## src/rtl/lzfs_pkg.sv

```systemverilog
// Shared types, constants and helpers of the LED zone frame serializer.
package lzfs_pkg;

    localparam int WORD_W  = 12;
    localparam int COLOR_W = 3 * WORD_W;
    localparam int MODE_W  = 2;
    localparam int ZONE_W  = 4;

    localparam int DEF_ZONES_PER_CHIP = 5;
    localparam int DEF_CHIPS          = 2;
    localparam int DEF_NUM_ZONES      = 10;

    // A frame is cut after this many words.
    localparam int MAX_WORDS = 32;

    localparam int QUEUE_DEPTH = 2;
    localparam int QUEUE_PTR_W = $clog2(QUEUE_DEPTH);

    localparam logic [WORD_W-1:0] WORD_MASK = 12'hFFF;
    localparam logic [WORD_W-1:0] PAD_WORD  = 12'h000;

    typedef enum logic [MODE_W-1:0] {
        MODE_WRITE_ONE    = 2'd0,
        MODE_WRITE_ALL    = 2'd1,
        MODE_CLEAR_UPDATE = 2'd2,
        MODE_UPDATE       = 2'd3
    } t_mode;

    typedef enum logic [1:0] {
        SEL_PAD,
        SEL_BLUE,
        SEL_RED,
        SEL_GREEN
    } t_word_sel;

    typedef enum logic {
        ST_IDLE,
        ST_EMIT
    } t_state;

    // Colors are packed as {red, green, blue}.
    typedef struct packed {
        t_mode                mode;
        logic [ZONE_W-1:0]    zone;
        logic [COLOR_W-1:0]   color;
    } t_cmd;

    typedef struct packed {
        logic valid;
        t_cmd cmd;
    } t_push;

    typedef struct packed {
        logic valid;
        t_cmd cmd;
    } t_head;

    function automatic logic [WORD_W-1:0] pick_word(input logic [COLOR_W-1:0] color,
                                                    input t_word_sel sel);
        logic [WORD_W-1:0] w;
        unique case (sel)
            SEL_PAD:   w = PAD_WORD;
            SEL_BLUE:  w = color[WORD_W-1:0];
            SEL_RED:   w = color[3*WORD_W-1:2*WORD_W];
            SEL_GREEN: w = color[2*WORD_W-1:WORD_W];
        endcase
        return w & WORD_MASK;
    endfunction

endpackage

```

## src/rtl/lzfs_cmd_if.sv

```systemverilog
// Command channel: one item is one command with its zone and color.
interface lzfs_cmd_if;
    logic                          valid;
    logic                          ready;
    logic [lzfs_pkg::MODE_W-1:0]   mode;
    logic [lzfs_pkg::ZONE_W-1:0]   zone;
    logic [lzfs_pkg::WORD_W-1:0]   red;
    logic [lzfs_pkg::WORD_W-1:0]   green;
    logic [lzfs_pkg::WORD_W-1:0]   blue;

    modport source (output valid, mode, zone, red, green, blue, input ready);
    modport sink   (input valid, mode, zone, red, green, blue, output ready);
endinterface

```

## src/rtl/lzfs_word_if.sv

```systemverilog
// Frame channel: one item is one frame word with its latch flag.
interface lzfs_word_if;
    logic                          valid;
    logic                          ready;
    logic [lzfs_pkg::WORD_W-1:0]   word;
    logic                          latch;

    modport source (output valid, word, latch, input ready);
    modport sink   (input valid, word, latch, output ready);
endinterface

```

## src/rtl/led_zone_frame_serializer.sv

```systemverilog
// Top level of the LED zone frame serializer.
//
//   Channel   Dir   Item                               Payload
//   i_cmd     in    one command                        mode, zone, red, green, blue
//   o_frame   out   one frame word                     word, latch
//
// A write command is executed in the idle state of the frame engine; an update
// sends CHIPS * (1 + 3 * ZONES_PER_CHIP) words (at most 32), one per cycle unless
// the output stalls; each word passes the read stage and the output register.
// The word sequencer and the single read port of the zone store set that rate.
// A two-item command queue lets commands be accepted while a frame is sent.
// Synchronous active-low reset clears the store to zero; no clearing pass is needed.
// A stalled output holds its word, and the sequencer and store read stall with it.
module led_zone_frame_serializer #(
    parameter int ZONES_PER_CHIP = lzfs_pkg::DEF_ZONES_PER_CHIP,
    parameter int CHIPS          = lzfs_pkg::DEF_CHIPS,
    parameter int NUM_ZONES      = lzfs_pkg::DEF_NUM_ZONES
) (
    input  logic          i_clk,
    input  logic          i_rst_n,
    lzfs_cmd_if.sink      i_cmd,
    lzfs_word_if.source   o_frame
);

    lzfs_pkg::t_push push;
    lzfs_pkg::t_head head;
    logic            full;
    logic            pop;

    lzfs_front #(
        .NUM_ZONES (NUM_ZONES)
    ) u_front (
        .i_cmd  (i_cmd),
        .i_full (full),
        .o_push (push)
    );

    lzfs_cmd_fifo u_fifo (
        .i_clk   (i_clk),
        .i_rst_n (i_rst_n),
        .i_push  (push),
        .o_full  (full),
        .o_head  (head),
        .i_pop   (pop)
    );

    lzfs_back #(
        .ZONES_PER_CHIP (ZONES_PER_CHIP),
        .CHIPS          (CHIPS),
        .NUM_ZONES      (NUM_ZONES)
    ) u_back (
        .i_clk   (i_clk),
        .i_rst_n (i_rst_n),
        .i_q     (head),
        .o_q_pop (pop),
        .o_frame (o_frame)
    );

endmodule

```

## src/rtl/lzfs_front.sv

```systemverilog
// Front end: accepts commands, decodes them and drops writes to missing zones.
module lzfs_front #(
    parameter int NUM_ZONES = lzfs_pkg::DEF_NUM_ZONES
) (
    lzfs_cmd_if.sink          i_cmd,
    input  logic              i_full,
    output lzfs_pkg::t_push   o_push
);

    logic            accept;
    logic            drop;
    lzfs_pkg::t_mode mode;

    assign i_cmd.ready = !i_full;
    assign accept      = i_cmd.valid && !i_full;
    assign mode        = lzfs_pkg::t_mode'(i_cmd.mode);

    // A single-zone write beyond the store has no effect, so it never enters the queue.
    always_comb begin
        unique case (mode)
            lzfs_pkg::MODE_WRITE_ONE: drop = !(32'(i_cmd.zone) < NUM_ZONES);
            default:                  drop = 1'b0;
        endcase
    end

    assign o_push.valid     = accept && !drop;
    assign o_push.cmd.mode  = mode;
    assign o_push.cmd.zone  = i_cmd.zone;
    assign o_push.cmd.color = {i_cmd.red, i_cmd.green, i_cmd.blue};

endmodule

```

## src/rtl/lzfs_cmd_fifo.sv

```systemverilog
// Short command queue between the front end and the frame engine.
module lzfs_cmd_fifo (
    input  logic              i_clk,
    input  logic              i_rst_n,
    input  lzfs_pkg::t_push   i_push,
    output logic              o_full,
    output lzfs_pkg::t_head   o_head,
    input  logic              i_pop
);

    localparam int DEPTH = lzfs_pkg::QUEUE_DEPTH;
    localparam int PW    = lzfs_pkg::QUEUE_PTR_W;

    lzfs_pkg::t_cmd   r_entry [DEPTH];
    logic [PW-1:0]    r_wp;
    logic [PW-1:0]    r_rp;
    logic [PW:0]      r_cnt;
    logic             do_push;
    logic             do_pop;

    assign o_full      = (r_cnt == (PW+1)'(DEPTH));
    assign o_head.valid = (r_cnt != '0);
    assign o_head.cmd  = r_entry[r_rp];

    assign do_push = i_push.valid && !o_full;
    assign do_pop  = i_pop && o_head.valid;

    // The depth is a power of two, so the pointers wrap on their own.
    always_ff @(posedge i_clk) begin
        if (!i_rst_n) begin
            r_wp  <= '0;
            r_rp  <= '0;
            r_cnt <= '0;
        end else begin
            if (do_push) begin
                r_wp <= r_wp + PW'(1);
            end
            if (do_pop) begin
                r_rp <= r_rp + PW'(1);
            end
            if (do_push && !do_pop) begin
                r_cnt <= r_cnt + (PW+1)'(1);
            end else if (do_pop && !do_push) begin
                r_cnt <= r_cnt - (PW+1)'(1);
            end
        end
    end

    always_ff @(posedge i_clk) begin
        if (do_push) begin
            r_entry[r_wp] <= i_push.cmd;
        end
    end

endmodule

```

## src/rtl/lzfs_back.sv

```systemverilog
// Frame engine: executes queued commands on the zone store and sends frame words.
module lzfs_back #(
    parameter int ZONES_PER_CHIP = lzfs_pkg::DEF_ZONES_PER_CHIP,
    parameter int CHIPS          = lzfs_pkg::DEF_CHIPS,
    parameter int NUM_ZONES      = lzfs_pkg::DEF_NUM_ZONES
) (
    input  logic              i_clk,
    input  logic              i_rst_n,
    input  lzfs_pkg::t_head   i_q,
    output logic              o_q_pop,
    lzfs_word_if.source       o_frame
);

    localparam int  WPC      = 1 + 3 * ZONES_PER_CHIP;
    localparam int  TOTAL    = CHIPS * WPC;
    localparam int  EMIT_N   = (TOTAL < lzfs_pkg::MAX_WORDS) ? TOTAL : lzfs_pkg::MAX_WORDS;
    localparam bit  LATCH_ON = (TOTAL <= lzfs_pkg::MAX_WORDS);
    localparam int  POS_W    = $clog2(lzfs_pkg::MAX_WORDS);
    localparam int  SLOTS    = CHIPS * ZONES_PER_CHIP;
    localparam int  ZC_W     = (SLOTS > 1) ? $clog2(SLOTS) : 1;
    localparam int  K_W      = (ZONES_PER_CHIP > 1) ? $clog2(ZONES_PER_CHIP) : 1;
    localparam int  AW       = (NUM_ZONES > 1) ? $clog2(NUM_ZONES) : 1;
    localparam int  CW       = lzfs_pkg::COLOR_W;
    localparam int  WW       = lzfs_pkg::WORD_W;

    localparam logic [ZC_W-1:0]  ZONE_START = ZC_W'((CHIPS - 1) * ZONES_PER_CHIP);
    localparam logic [ZC_W-1:0]  ZONE_BACK  = ZC_W'(2 * ZONES_PER_CHIP - 1);
    localparam logic [K_W-1:0]   K_LAST     = K_W'(ZONES_PER_CHIP - 1);
    localparam logic [POS_W-1:0] POS_LAST   = POS_W'(EMIT_N - 1);

    lzfs_pkg::t_state    r_state;
    lzfs_pkg::t_state    n_state;

    // Zone store: entries written since the last fill are valid, all others read r_base.
    logic [CW-1:0]        r_mem [NUM_ZONES];
    logic [NUM_ZONES-1:0] r_valid;
    logic [CW-1:0]        r_base;
    logic [CW-1:0]        r_rd_data;

    // Word sequencer.
    lzfs_pkg::t_word_sel  r_sel;
    logic [K_W-1:0]       r_k;
    logic [ZC_W-1:0]      r_zone;
    logic [POS_W-1:0]     r_pos;

    // Read stage.
    logic                 r_s1_valid;
    lzfs_pkg::t_word_sel  r_s1_sel;
    logic                 r_s1_in_range;
    logic                 r_s1_hit;
    logic [CW-1:0]        r_s1_base;
    logic                 r_s1_last;

    // Output register.
    logic                 r_o_valid;
    logic [WW-1:0]        r_o_word;
    logic                 r_o_latch;

    logic                 adv;
    logic                 wr_one;
    logic                 fill;
    logic [CW-1:0]        fill_color;
    logic                 seq_init;
    logic                 issue;
    logic                 last;
    logic [AW-1:0]        wr_addr;
    logic [AW-1:0]        rd_addr;
    logic                 in_range;
    logic [CW-1:0]        s1_color;

    assign adv      = !r_o_valid || o_frame.ready;
    assign wr_addr  = AW'(i_q.cmd.zone);
    assign rd_addr  = AW'(r_zone);
    assign in_range = (32'(r_zone) < NUM_ZONES);
    assign s1_color = r_s1_hit ? r_rd_data : r_s1_base;

    assign o_frame.valid = r_o_valid;
    assign o_frame.word  = r_o_word;
    assign o_frame.latch = r_o_latch;

    always_ff @(posedge i_clk) begin
        if (!i_rst_n) begin
            r_state <= lzfs_pkg::ST_IDLE;
        end else begin
            r_state <= n_state;
        end
    end

    always_comb begin
        n_state    = r_state;
        o_q_pop    = 1'b0;
        wr_one     = 1'b0;
        fill       = 1'b0;
        fill_color = i_q.cmd.color;
        seq_init   = 1'b0;
        issue      = 1'b0;
        last       = 1'b0;
        unique case (r_state)
            lzfs_pkg::ST_IDLE: begin
                if (i_q.valid) begin
                    o_q_pop = 1'b1;
                    unique case (i_q.cmd.mode)
                        lzfs_pkg::MODE_WRITE_ONE: begin
                            wr_one = 1'b1;
                        end
                        lzfs_pkg::MODE_WRITE_ALL: begin
                            fill = 1'b1;
                        end
                        lzfs_pkg::MODE_CLEAR_UPDATE: begin
                            fill       = 1'b1;
                            fill_color = '0;
                            seq_init   = 1'b1;
                            n_state    = lzfs_pkg::ST_EMIT;
                        end
                        lzfs_pkg::MODE_UPDATE: begin
                            seq_init = 1'b1;
                            n_state  = lzfs_pkg::ST_EMIT;
                        end
                    endcase
                end
            end
            lzfs_pkg::ST_EMIT: begin
                if (adv) begin
                    issue = 1'b1;
                    if (r_pos == POS_LAST) begin
                        last    = 1'b1;
                        n_state = lzfs_pkg::ST_IDLE;
                    end
                end
            end
        endcase
    end

    always_ff @(posedge i_clk) begin
        if (!i_rst_n) begin
            r_valid <= '0;
            r_base  <= '0;
        end else if (fill) begin
            r_valid <= '0;
            r_base  <= fill_color;
        end else if (wr_one) begin
            r_valid[wr_addr] <= 1'b1;
        end
    end

    always_ff @(posedge i_clk) begin
        if (wr_one) begin
            r_mem[wr_addr] <= i_q.cmd.color;
        end
        if (issue) begin
            r_rd_data <= r_mem[rd_addr];
        end
    end

    // Far chip first; each chip sends a pad word, then blue, red, green per zone.
    always_ff @(posedge i_clk) begin
        if (!i_rst_n) begin
            r_sel  <= lzfs_pkg::SEL_PAD;
            r_k    <= '0;
            r_zone <= ZONE_START;
            r_pos  <= '0;
        end else if (seq_init) begin
            r_sel  <= lzfs_pkg::SEL_PAD;
            r_k    <= '0;
            r_zone <= ZONE_START;
            r_pos  <= '0;
        end else if (issue && !last) begin
            r_pos <= r_pos + POS_W'(1);
            case (r_sel)
                lzfs_pkg::SEL_PAD:  r_sel <= lzfs_pkg::SEL_BLUE;
                lzfs_pkg::SEL_BLUE: r_sel <= lzfs_pkg::SEL_RED;
                lzfs_pkg::SEL_RED:  r_sel <= lzfs_pkg::SEL_GREEN;
                default: begin
                    if (r_k == K_LAST) begin
                        r_k    <= '0;
                        r_sel  <= lzfs_pkg::SEL_PAD;
                        r_zone <= r_zone - ZONE_BACK;
                    end else begin
                        r_k    <= r_k + K_W'(1);
                        r_sel  <= lzfs_pkg::SEL_BLUE;
                        r_zone <= r_zone + ZC_W'(1);
                    end
                end
            endcase
        end
    end

    always_ff @(posedge i_clk) begin
        if (!i_rst_n) begin
            r_s1_valid <= 1'b0;
            r_o_valid  <= 1'b0;
        end else if (adv) begin
            r_s1_valid <= issue;
            r_o_valid  <= r_s1_valid;
        end
    end

    always_ff @(posedge i_clk) begin
        if (adv && issue) begin
            r_s1_sel      <= r_sel;
            r_s1_in_range <= in_range;
            r_s1_hit      <= r_valid[rd_addr];
            r_s1_base     <= r_base;
            r_s1_last     <= LATCH_ON && last;
        end
        if (adv && r_s1_valid) begin
            r_o_word  <= r_s1_in_range ? lzfs_pkg::pick_word(s1_color, r_s1_sel)
                                       : lzfs_pkg::PAD_WORD;
            r_o_latch <= r_s1_last;
        end
    end

endmodule

```

## src/flat_wrapper.sv

```systemverilog
// flat-port wrapper written by rule: the top's interface ports become plain ports
module led_zone_frame_serializer_flat 
#(
    parameter int ZONES_PER_CHIP = lzfs_pkg::DEF_ZONES_PER_CHIP,
    parameter int CHIPS          = lzfs_pkg::DEF_CHIPS,
    parameter int NUM_ZONES      = lzfs_pkg::DEF_NUM_ZONES
)
  (i_clk, i_rst_n, i_cmd_valid, i_cmd_mode, i_cmd_zone, i_cmd_red, i_cmd_green, i_cmd_blue, i_cmd_ready, o_frame_valid, o_frame_word, o_frame_latch, o_frame_ready);
  lzfs_cmd_if i_cmd_i ();
  lzfs_word_if o_frame_i ();
  input  logic i_clk;
  input  logic i_rst_n;
  input wire logic [$bits(i_cmd_i.valid)-1:0] i_cmd_valid;
  input wire logic [$bits(i_cmd_i.mode)-1:0] i_cmd_mode;
  input wire logic [$bits(i_cmd_i.zone)-1:0] i_cmd_zone;
  input wire logic [$bits(i_cmd_i.red)-1:0] i_cmd_red;
  input wire logic [$bits(i_cmd_i.green)-1:0] i_cmd_green;
  input wire logic [$bits(i_cmd_i.blue)-1:0] i_cmd_blue;
  output wire logic [$bits(i_cmd_i.ready)-1:0] i_cmd_ready;
  output wire logic [$bits(o_frame_i.valid)-1:0] o_frame_valid;
  output wire logic [$bits(o_frame_i.word)-1:0] o_frame_word;
  output wire logic [$bits(o_frame_i.latch)-1:0] o_frame_latch;
  input wire logic [$bits(o_frame_i.ready)-1:0] o_frame_ready;
  assign i_cmd_i.valid = i_cmd_valid;
  assign i_cmd_i.mode = i_cmd_mode;
  assign i_cmd_i.zone = i_cmd_zone;
  assign i_cmd_i.red = i_cmd_red;
  assign i_cmd_i.green = i_cmd_green;
  assign i_cmd_i.blue = i_cmd_blue;
  assign i_cmd_ready = i_cmd_i.ready;
  assign o_frame_valid = o_frame_i.valid;
  assign o_frame_word = o_frame_i.word;
  assign o_frame_latch = o_frame_i.latch;
  assign o_frame_i.ready = o_frame_ready;
  led_zone_frame_serializer #(.ZONES_PER_CHIP(ZONES_PER_CHIP), .CHIPS(CHIPS), .NUM_ZONES(NUM_ZONES)) u_core (.i_clk(i_clk), .i_rst_n(i_rst_n), .i_cmd(i_cmd_i), .o_frame(o_frame_i));
endmodule
```

## config.mk

```make
export PLATFORM = sky130hd
export DESIGN_NAME = led_zone_frame_serializer_flat
export DESIGN_NICKNAME = d
export VERILOG_FILES = /design/src/rtl/lzfs_pkg.sv /design/src/rtl/lzfs_cmd_if.sv /design/src/rtl/lzfs_word_if.sv /design/src/rtl/led_zone_frame_serializer.sv /design/src/rtl/lzfs_front.sv /design/src/rtl/lzfs_cmd_fifo.sv /design/src/rtl/lzfs_back.sv /design/src/flat_wrapper.sv
export SDC_FILE = /design/constraint.sdc
export NUM_CORES = 1
export LEC_CHECK = 0
export BUFFER_PORTS_ARGS = -buffer_cell sky130_fd_sc_hd__buf_2
export CAP_MARGIN = 20
export CORE_UTILIZATION = 56
export CTS_CLUSTER_DIAMETER = 60
export DETAILED_ROUTE_END_ITERATION = 7
export PLACE_DENSITY_LB_ADDON = 0.25
export SLEW_MARGIN = 20
export SYNTH_ARGS = -nofsm -noshare
export SYNTH_HDL_FRONTEND = slang
export SYNTH_SLANG_ARGS = --single-unit
```

## constraint.sdc

```tcl
create_clock -name i_clk -period 4.34 [get_ports i_clk]
set_input_delay 0 -clock i_clk [delete_from_list [all_inputs] [get_ports i_clk]]
set_output_delay 0 -clock i_clk [all_outputs]
set_load 0.005 [all_outputs]
```

==> reports/qor.txt, run 1 <==
Synth area leaders -> edfxtp_1, dfxtp_1, mux2i_1
Initial antenna violation count -> 1
Share of layout cells above drive strength 1 -> 20.7%
First-pass GRT wire length -> 74100 um
Placed cell areas -> 23900 sq um
Fmax -> 0.346 GHz
H-tree levels -> 2
Static leakage -> 9.43 nW
Post-synth top area share -> 69.8%
Clk sink count -> 602
Die width -> 205 um
Via count -> 11806
Pwr Density -> 533 nW/um^2
N_diodes -> 0
Syn Area/Cell -> 18.0 sq um
ANT nets after route -> 0
Max_cap viols -> 0
Vias per inst -> 5.97
Nets -> 1465
CTS Hold Buffers Added -> 46
Starting Density -> 57.3%
WP data arrival -> 3.14 ns
Iteration-0 DRC Markers -> 1003
Ys async rst share -> 0%
Fin cells -> 1979
Most frequent cells in the layout -> edfxtp_1, mux2i_1, dfxtp_1
Post-route clock skew -> 0.0190 ns
Critical Path End Type -> flip-flop
Headroom to the max-slew limit -> 29.3%
Final Hold Fails -> 0
DIE HEIGHT -> 205 um
R2r setup slk -> 1.45 ns
Final worst-path cycle share -> 66.6%
Top_reg_cell synth -> edfxtp_1
Worst-path clk slew -> 0.06 ns
Slew at the pin with the worst max-slew slack -> 1.06 ns
Setup TNS -> 0 ns
DR pass1 iterations -> 5
Hpwl dp -> 30300 um
Synthesis warning total -> 0
GPL Wtd Cong -> 0.801
Sequential area share after synthesis -> 75.7%
Synthesized Nets -> 1337
Post-CTS Setup Bufs -> 0
#FFs+latches synth -> 602
Largest net degree at the start of global routing -> 88
Worst-Skew Late Latency -> 0.61 ns
CTS tree -> built
Die ar. -> 41900 sq um
Status -> complete, no violations
All-layer global routing usage -> 24.4%
Crit Path Max Fanout -> 26
Synth area leader -> edfxtp_1
Global route overflow -> 0
Total CTS buffers -> 57
Hold Crit Class -> input pin to flip-flop
Critical path data required time -> 4.59 ns
Max-slew violations -> 0
Hold WS -> 0.118 ns
Final setup fails -> 0
Rows -> 73
Bufs on Longest Clock Path -> 3
Commonest non-fill, non-tap cell in the layout -> edfxtp_1
Worst setup SP type -> flip-flop
Port buffer count -> 60
Core Area -> 40100 sq um
Root buf cell -> clkbuf_16
Mapped Area -> 23000 sq um
Peak VDD IR -> 0.000400 V
Vias in the first global route -> 12062
Cells after synthesis -> 1278
Area growth syn-to-layout -> 15.0%
Distinct cells, synth -> 47
Routed WL per cell -> 25.3 um
Post_cts resized -> 0
I/O pin cnt -> 61
WS Path Type -> flip-flop to flip-flop
Final Routed Wirelength -> 50000 um
RSZ-0062 raised after global routing -> no
Post-synth EDFFs -> 534
Tmin final -> 2.89 ns
Placed cell count -> 1822
DR DRC count -> 0
Final Cell Area -> 26400 sq um
-- where the power goes --
part	switching [mW]	leakage, nW	internal [mW]
clock network	2.08	0.963	3.03
registers	0.218	5.41	7.15
logic	1.16	3.06	0.468
-- metal layers --
| layer | wire, um | part of all wire [%] | GRT usage (%) | vias up |
|---|---|---|---|---|
| met5 | 0 | 0 | 0 | - |
| met4 | 1830 | 3.7 | 9.41 | 0 |
| met3 | 3170 | 6.3 | 4.69 | 98 |
| met2 | 25600 | 51 | 41.1 | 399 |
| met1 | 19400 | 39 | 31.3 | 6028 |
| li1 | - | - | - | 5281 |
-- cell type report --
type	count	area, sq um
Timing Repair Buffer	135	1080
Sequential cell	602	17400
Tap cell	525	657
Fill cell	2631	13700
Clock buffer	87	1720
Inverter	50	188
Clock inverter	20	224
Multi-Input combinational cell	560	5140
-- Yosys cell counts (2+ instances only) --
cell,count
a22oi_1,12
xnor2_1,5
inv_1,50
buf_6,3
a211oi_1,12
nor2_1,25
or3b_2,2
or3_1,3
a221oi_1,47
mux4_2,38
o21a_1,13
a22o_1,35
edfxtp_1,534
mux2i_1,119
nor2b_1,4
a21oi_1,10
buf_4,6
buf_12,2
mux2_2,62
and2_1,6
buf_2,26
o211ai_1,2
o21ai_0,43
clkbuf_1,28
dfxtp_1,68
nor3_1,2
nand2b_1,38
nand2_1,45
xor2_1,3
nand4_1,6
ha_1,12
nand3_1,2
-- flip-flops by register name, summed over array words and instances, names as in the netlist, 3 cells and up, named ones only --
name	cells
u_core.u_back.o_frame.word	12
u_core.u_back.r_base	36
u_core.u_back.r_k	3
u_core.u_back.r_mem	360
u_core.u_back.r_pos	5
u_core.u_back.r_rd_data	36
u_core.u_back.r_s1_base	36
u_core.u_back.r_valid	10
u_core.u_back.r_zone	4
u_core.u_fifo.r_entry	84
-- worst max-delay path, stage by stage, from the launching register on --
cell     delay (ns)
dfxtp_2        0.49
mux2i_1        0.37
ha_1           0.28
nand4_1        0.29
nor2_4         0.56
buf_4          0.50
-- through the flow --
| stage | total power [mW] | setup slack [ns] | util [%] |
|---|---|---|---|
| final | 14.1 | 1.45 | 65.9 |
| after global routing | 14.5 | 1.30 | 65.9 |
| after CTS | 14.1 | 1.46 | 65.7 |
| after detailed placement | 9.04 | 1.46 | 59.6 |
| after global placement | 8.97 | 1.53 | 59.6 |
| after floorplan | 8.34 | 0.0740 | - |
-- kinds of logic (layout without fill, tap and decap cells) --
group / Yosys count / count (layout) / share of synthesized area (%)
adders and majority gates: 13 / 13 / 0.740
and+or+nand+nor: 137 / 137 / 2.99
AOI/OAI and AO/OA: 183 / 183 / 5.90
muxes: 219 / 219 / 11.9
DFF: 602 / 602 / 75.7
buffers and inverters: 116 / 292 / 2.42
xor gates and xnor gates: 8 / 8 / 0.305
-- final timing paths --
path                       startpoint                           end  depth (start not counted)
max                         flip-flop    u_core.u_back.r_mem[5][27]                          5
min                    i_cmd_green[0]  u_core.u_fifo.r_entry[0][12]                          2
max reg2reg                 flip-flop    u_core.u_back.r_mem[5][27]                          5
min reg2reg  u_core.u_back.r_base[12]   u_core.u_back.r_s1_base[12]                          0
Note: power is estimated with default switching activity, not from simulation.
==> run 2: changes to the inputs <==
- clock period: 4.34 -> 2.5 ns (I/O delays scaled with it)
==> reports/qor.txt, run 2 (synthesis gave the netlist of run 1 again) <==
Share of layout cells above drive strength 1 -> 20.8%
Hold Crit Class -> input pin to flip-flop
Worst-path clk slew -> 0.07 ns
Initial antenna violation count -> 1
Nets -> 1488
Final setup fails -> 0
CTS tree -> built
Cell Int Power -> 17.7 mW
Final worst-path cycle share -> 88.9%
DIE HEIGHT -> 205 um
I/O pin cnt -> 61
Max_cap viols -> 0
Most frequent cells in the layout -> edfxtp_1, mux2i_1, dfxtp_1
Fillcell total -> 2660
N_diodes -> 0
Clock power share -> 33.6%
WS Path Type -> flip-flop to flip-flop
Fmax -> 0.450 GHz
RSZ-0062 raised after global routing -> no
Bufs on Longest Clock Path -> 3
Fin cells -> 2003
Critical path data required time -> 2.77 ns
Worst-Skew Late Latency -> 0.62 ns
CTS Hold Buffers Added -> 46
Starting Density -> 57.3%
GPL Wtd Cong -> 0.768
Total CTS buffers -> 57
Sw Ratio -> 25.2%
Vias in the first global route -> 12104
Worst setup SP type -> flip-flop
H-tree levels -> 2
Post-CTS Setup Bufs -> 0
First-pass GRT wire length -> 74500 um
Commonest non-fill, non-tap cell in the layout -> edfxtp_1
Critical Path End Type -> flip-flop
Pwr Density -> 894 nW/um^2
Flop pwr share -> 53.8%
Area growth syn-to-layout -> 15.3%
Final Cell Area -> 26500 sq um
Max FFs per register -> 360
Vias per inst -> 5.93
Placed cell count -> 1849
Die width -> 205 um
Rows -> 73
WP data arrival -> 2.50 ns
Combinational Power Share -> 12.6%
Port buffer count -> 60
Static leakage -> 9.43 nW
Biggest regs -> u_core.u_back.r_mem (360), u_core.u_fifo.r_entry (84)
Placed cell areas -> 24300 sq um
Final Hold Fails -> 0
Tmin final -> 2.22 ns
Die ar. -> 41900 sq um
Clk sink count -> 602
Share of the core filled with cells -> 66.1%
DR pass1 iterations -> 5
Global route overflow -> 0
Via count -> 11886
ANT nets after route -> 0
Net Switching -> 5.97 mW
Reg with most FFs -> u_core.u_back.r_mem
Iteration-0 DRC Markers -> 939
Slew at the pin with the worst max-slew slack -> 0.888 ns
Root buf cell -> clkbuf_16
CP peak stage delay -> 0.39 ns
Status -> complete, no violations
Crit Path Max Fanout -> 37
Core Area -> 40100 sq um
All-layer global routing usage -> 24.7%
Post-route clock skew -> 0.0214 ns
CP Cell Sequence -> mux2i_1 > ha_1 > nand4_1 > nor2_4 > buf_12
Peak VDD IR -> 0.000936 V
Routed WL per cell -> 25.3 um
Final Routed Wirelength -> 50600 um
Hold WS -> 0.116 ns
Largest net degree at the start of global routing -> 55
Hpwl dp -> 28300 um
Post_cts resized -> 0
Headroom to the max-slew limit -> 40.8%
DR DRC count -> 0
Max-slew violations -> 0
CP max-delay cell -> dfxtp_2
## run 2: changes by cell type in the layout (fill, tap and decap cells not counted), sizes merged
cell and delta:
clkbuf -1, buf +23, inv +2, clkinvlp +1, bufinv -4, clkinv +3
## run 2: routing by layer
layer	routed length [um]	vias to the layer above	track usage (%)
li1	-	5325	-
met1	20800	6100	33.6
met2	24700	379	39.7
met3	3400	80	4.85
met4	1630	2	8.93
met5	13	-	0
## run 2: path summary, 6_finish.rpt
path / from / endpoint / slack, ns / cells past startpoint
worst max-delay path: flip-flop / u_core.u_back.r_mem[9][28] / 0.28 / 5
worst min-delay path: i_cmd_blue[6] / u_core.u_fifo.r_entry[1][6] / 0.12 / 2
worst max register to register: flip-flop / u_core.u_back.r_mem[9][28] / 0.28 / 5
worst min register to register: u_core.u_back.r_base[34] / u_core.u_back.r_s1_base[34] / 0.42 / 0
## run 2: through the flow
step | total power, mW | setup WS, ns | setup TNS (ns)
final | 23.7 | 0.277 | 0
after global routing | 24.4 | 0.121 | 0
after CTS | 23.8 | 0.294 | 0
after detailed placement | 15.8 | 0.300 | 0
after global placement | 15.7 | 0.338 | 0
after floorplan | 14.5 | -0.365 | -53.18
## run 2: worst max-delay path, delay by kind of cell (launching register included)
family	cells	cell delay, ns
buffers and inverters	1	0.28
flip-flops	1	0.39
adder cells (fa/ha/maj)	1	0.28
AND/OR/NAND/NOR	2	0.53
multiplexers	1	0.37
## run 2: power by group through the flow
stage,registers (mW),clock network (mW),logic [mW]
2_1_floorplan,12.8,0,1.68
3_3_place_gp,12.9,0,2.81
3_5_place_dp,12.9,0,2.88
4_1_cts,12.7,8.08,2.96
5_1_grt,12.8,8.42,3.17
6_report,12.7,7.97,2.98
## run 2: cell type report
cell class / instances / area [sq um] / area share, %
Inverter: 50 / 188 / 0.708
Sequential cell: 602 / 17400 / 65.7
Tap cell: 525 / 657 / 2.48
Multi-Input combinational cell: 560 / 5140 / 19.4
Clock buffer: 86 / 1570 / 5.91
Clock inverter: 22 / 145 / 0.548
Timing Repair Buffer: 158 / 1400 / 5.29
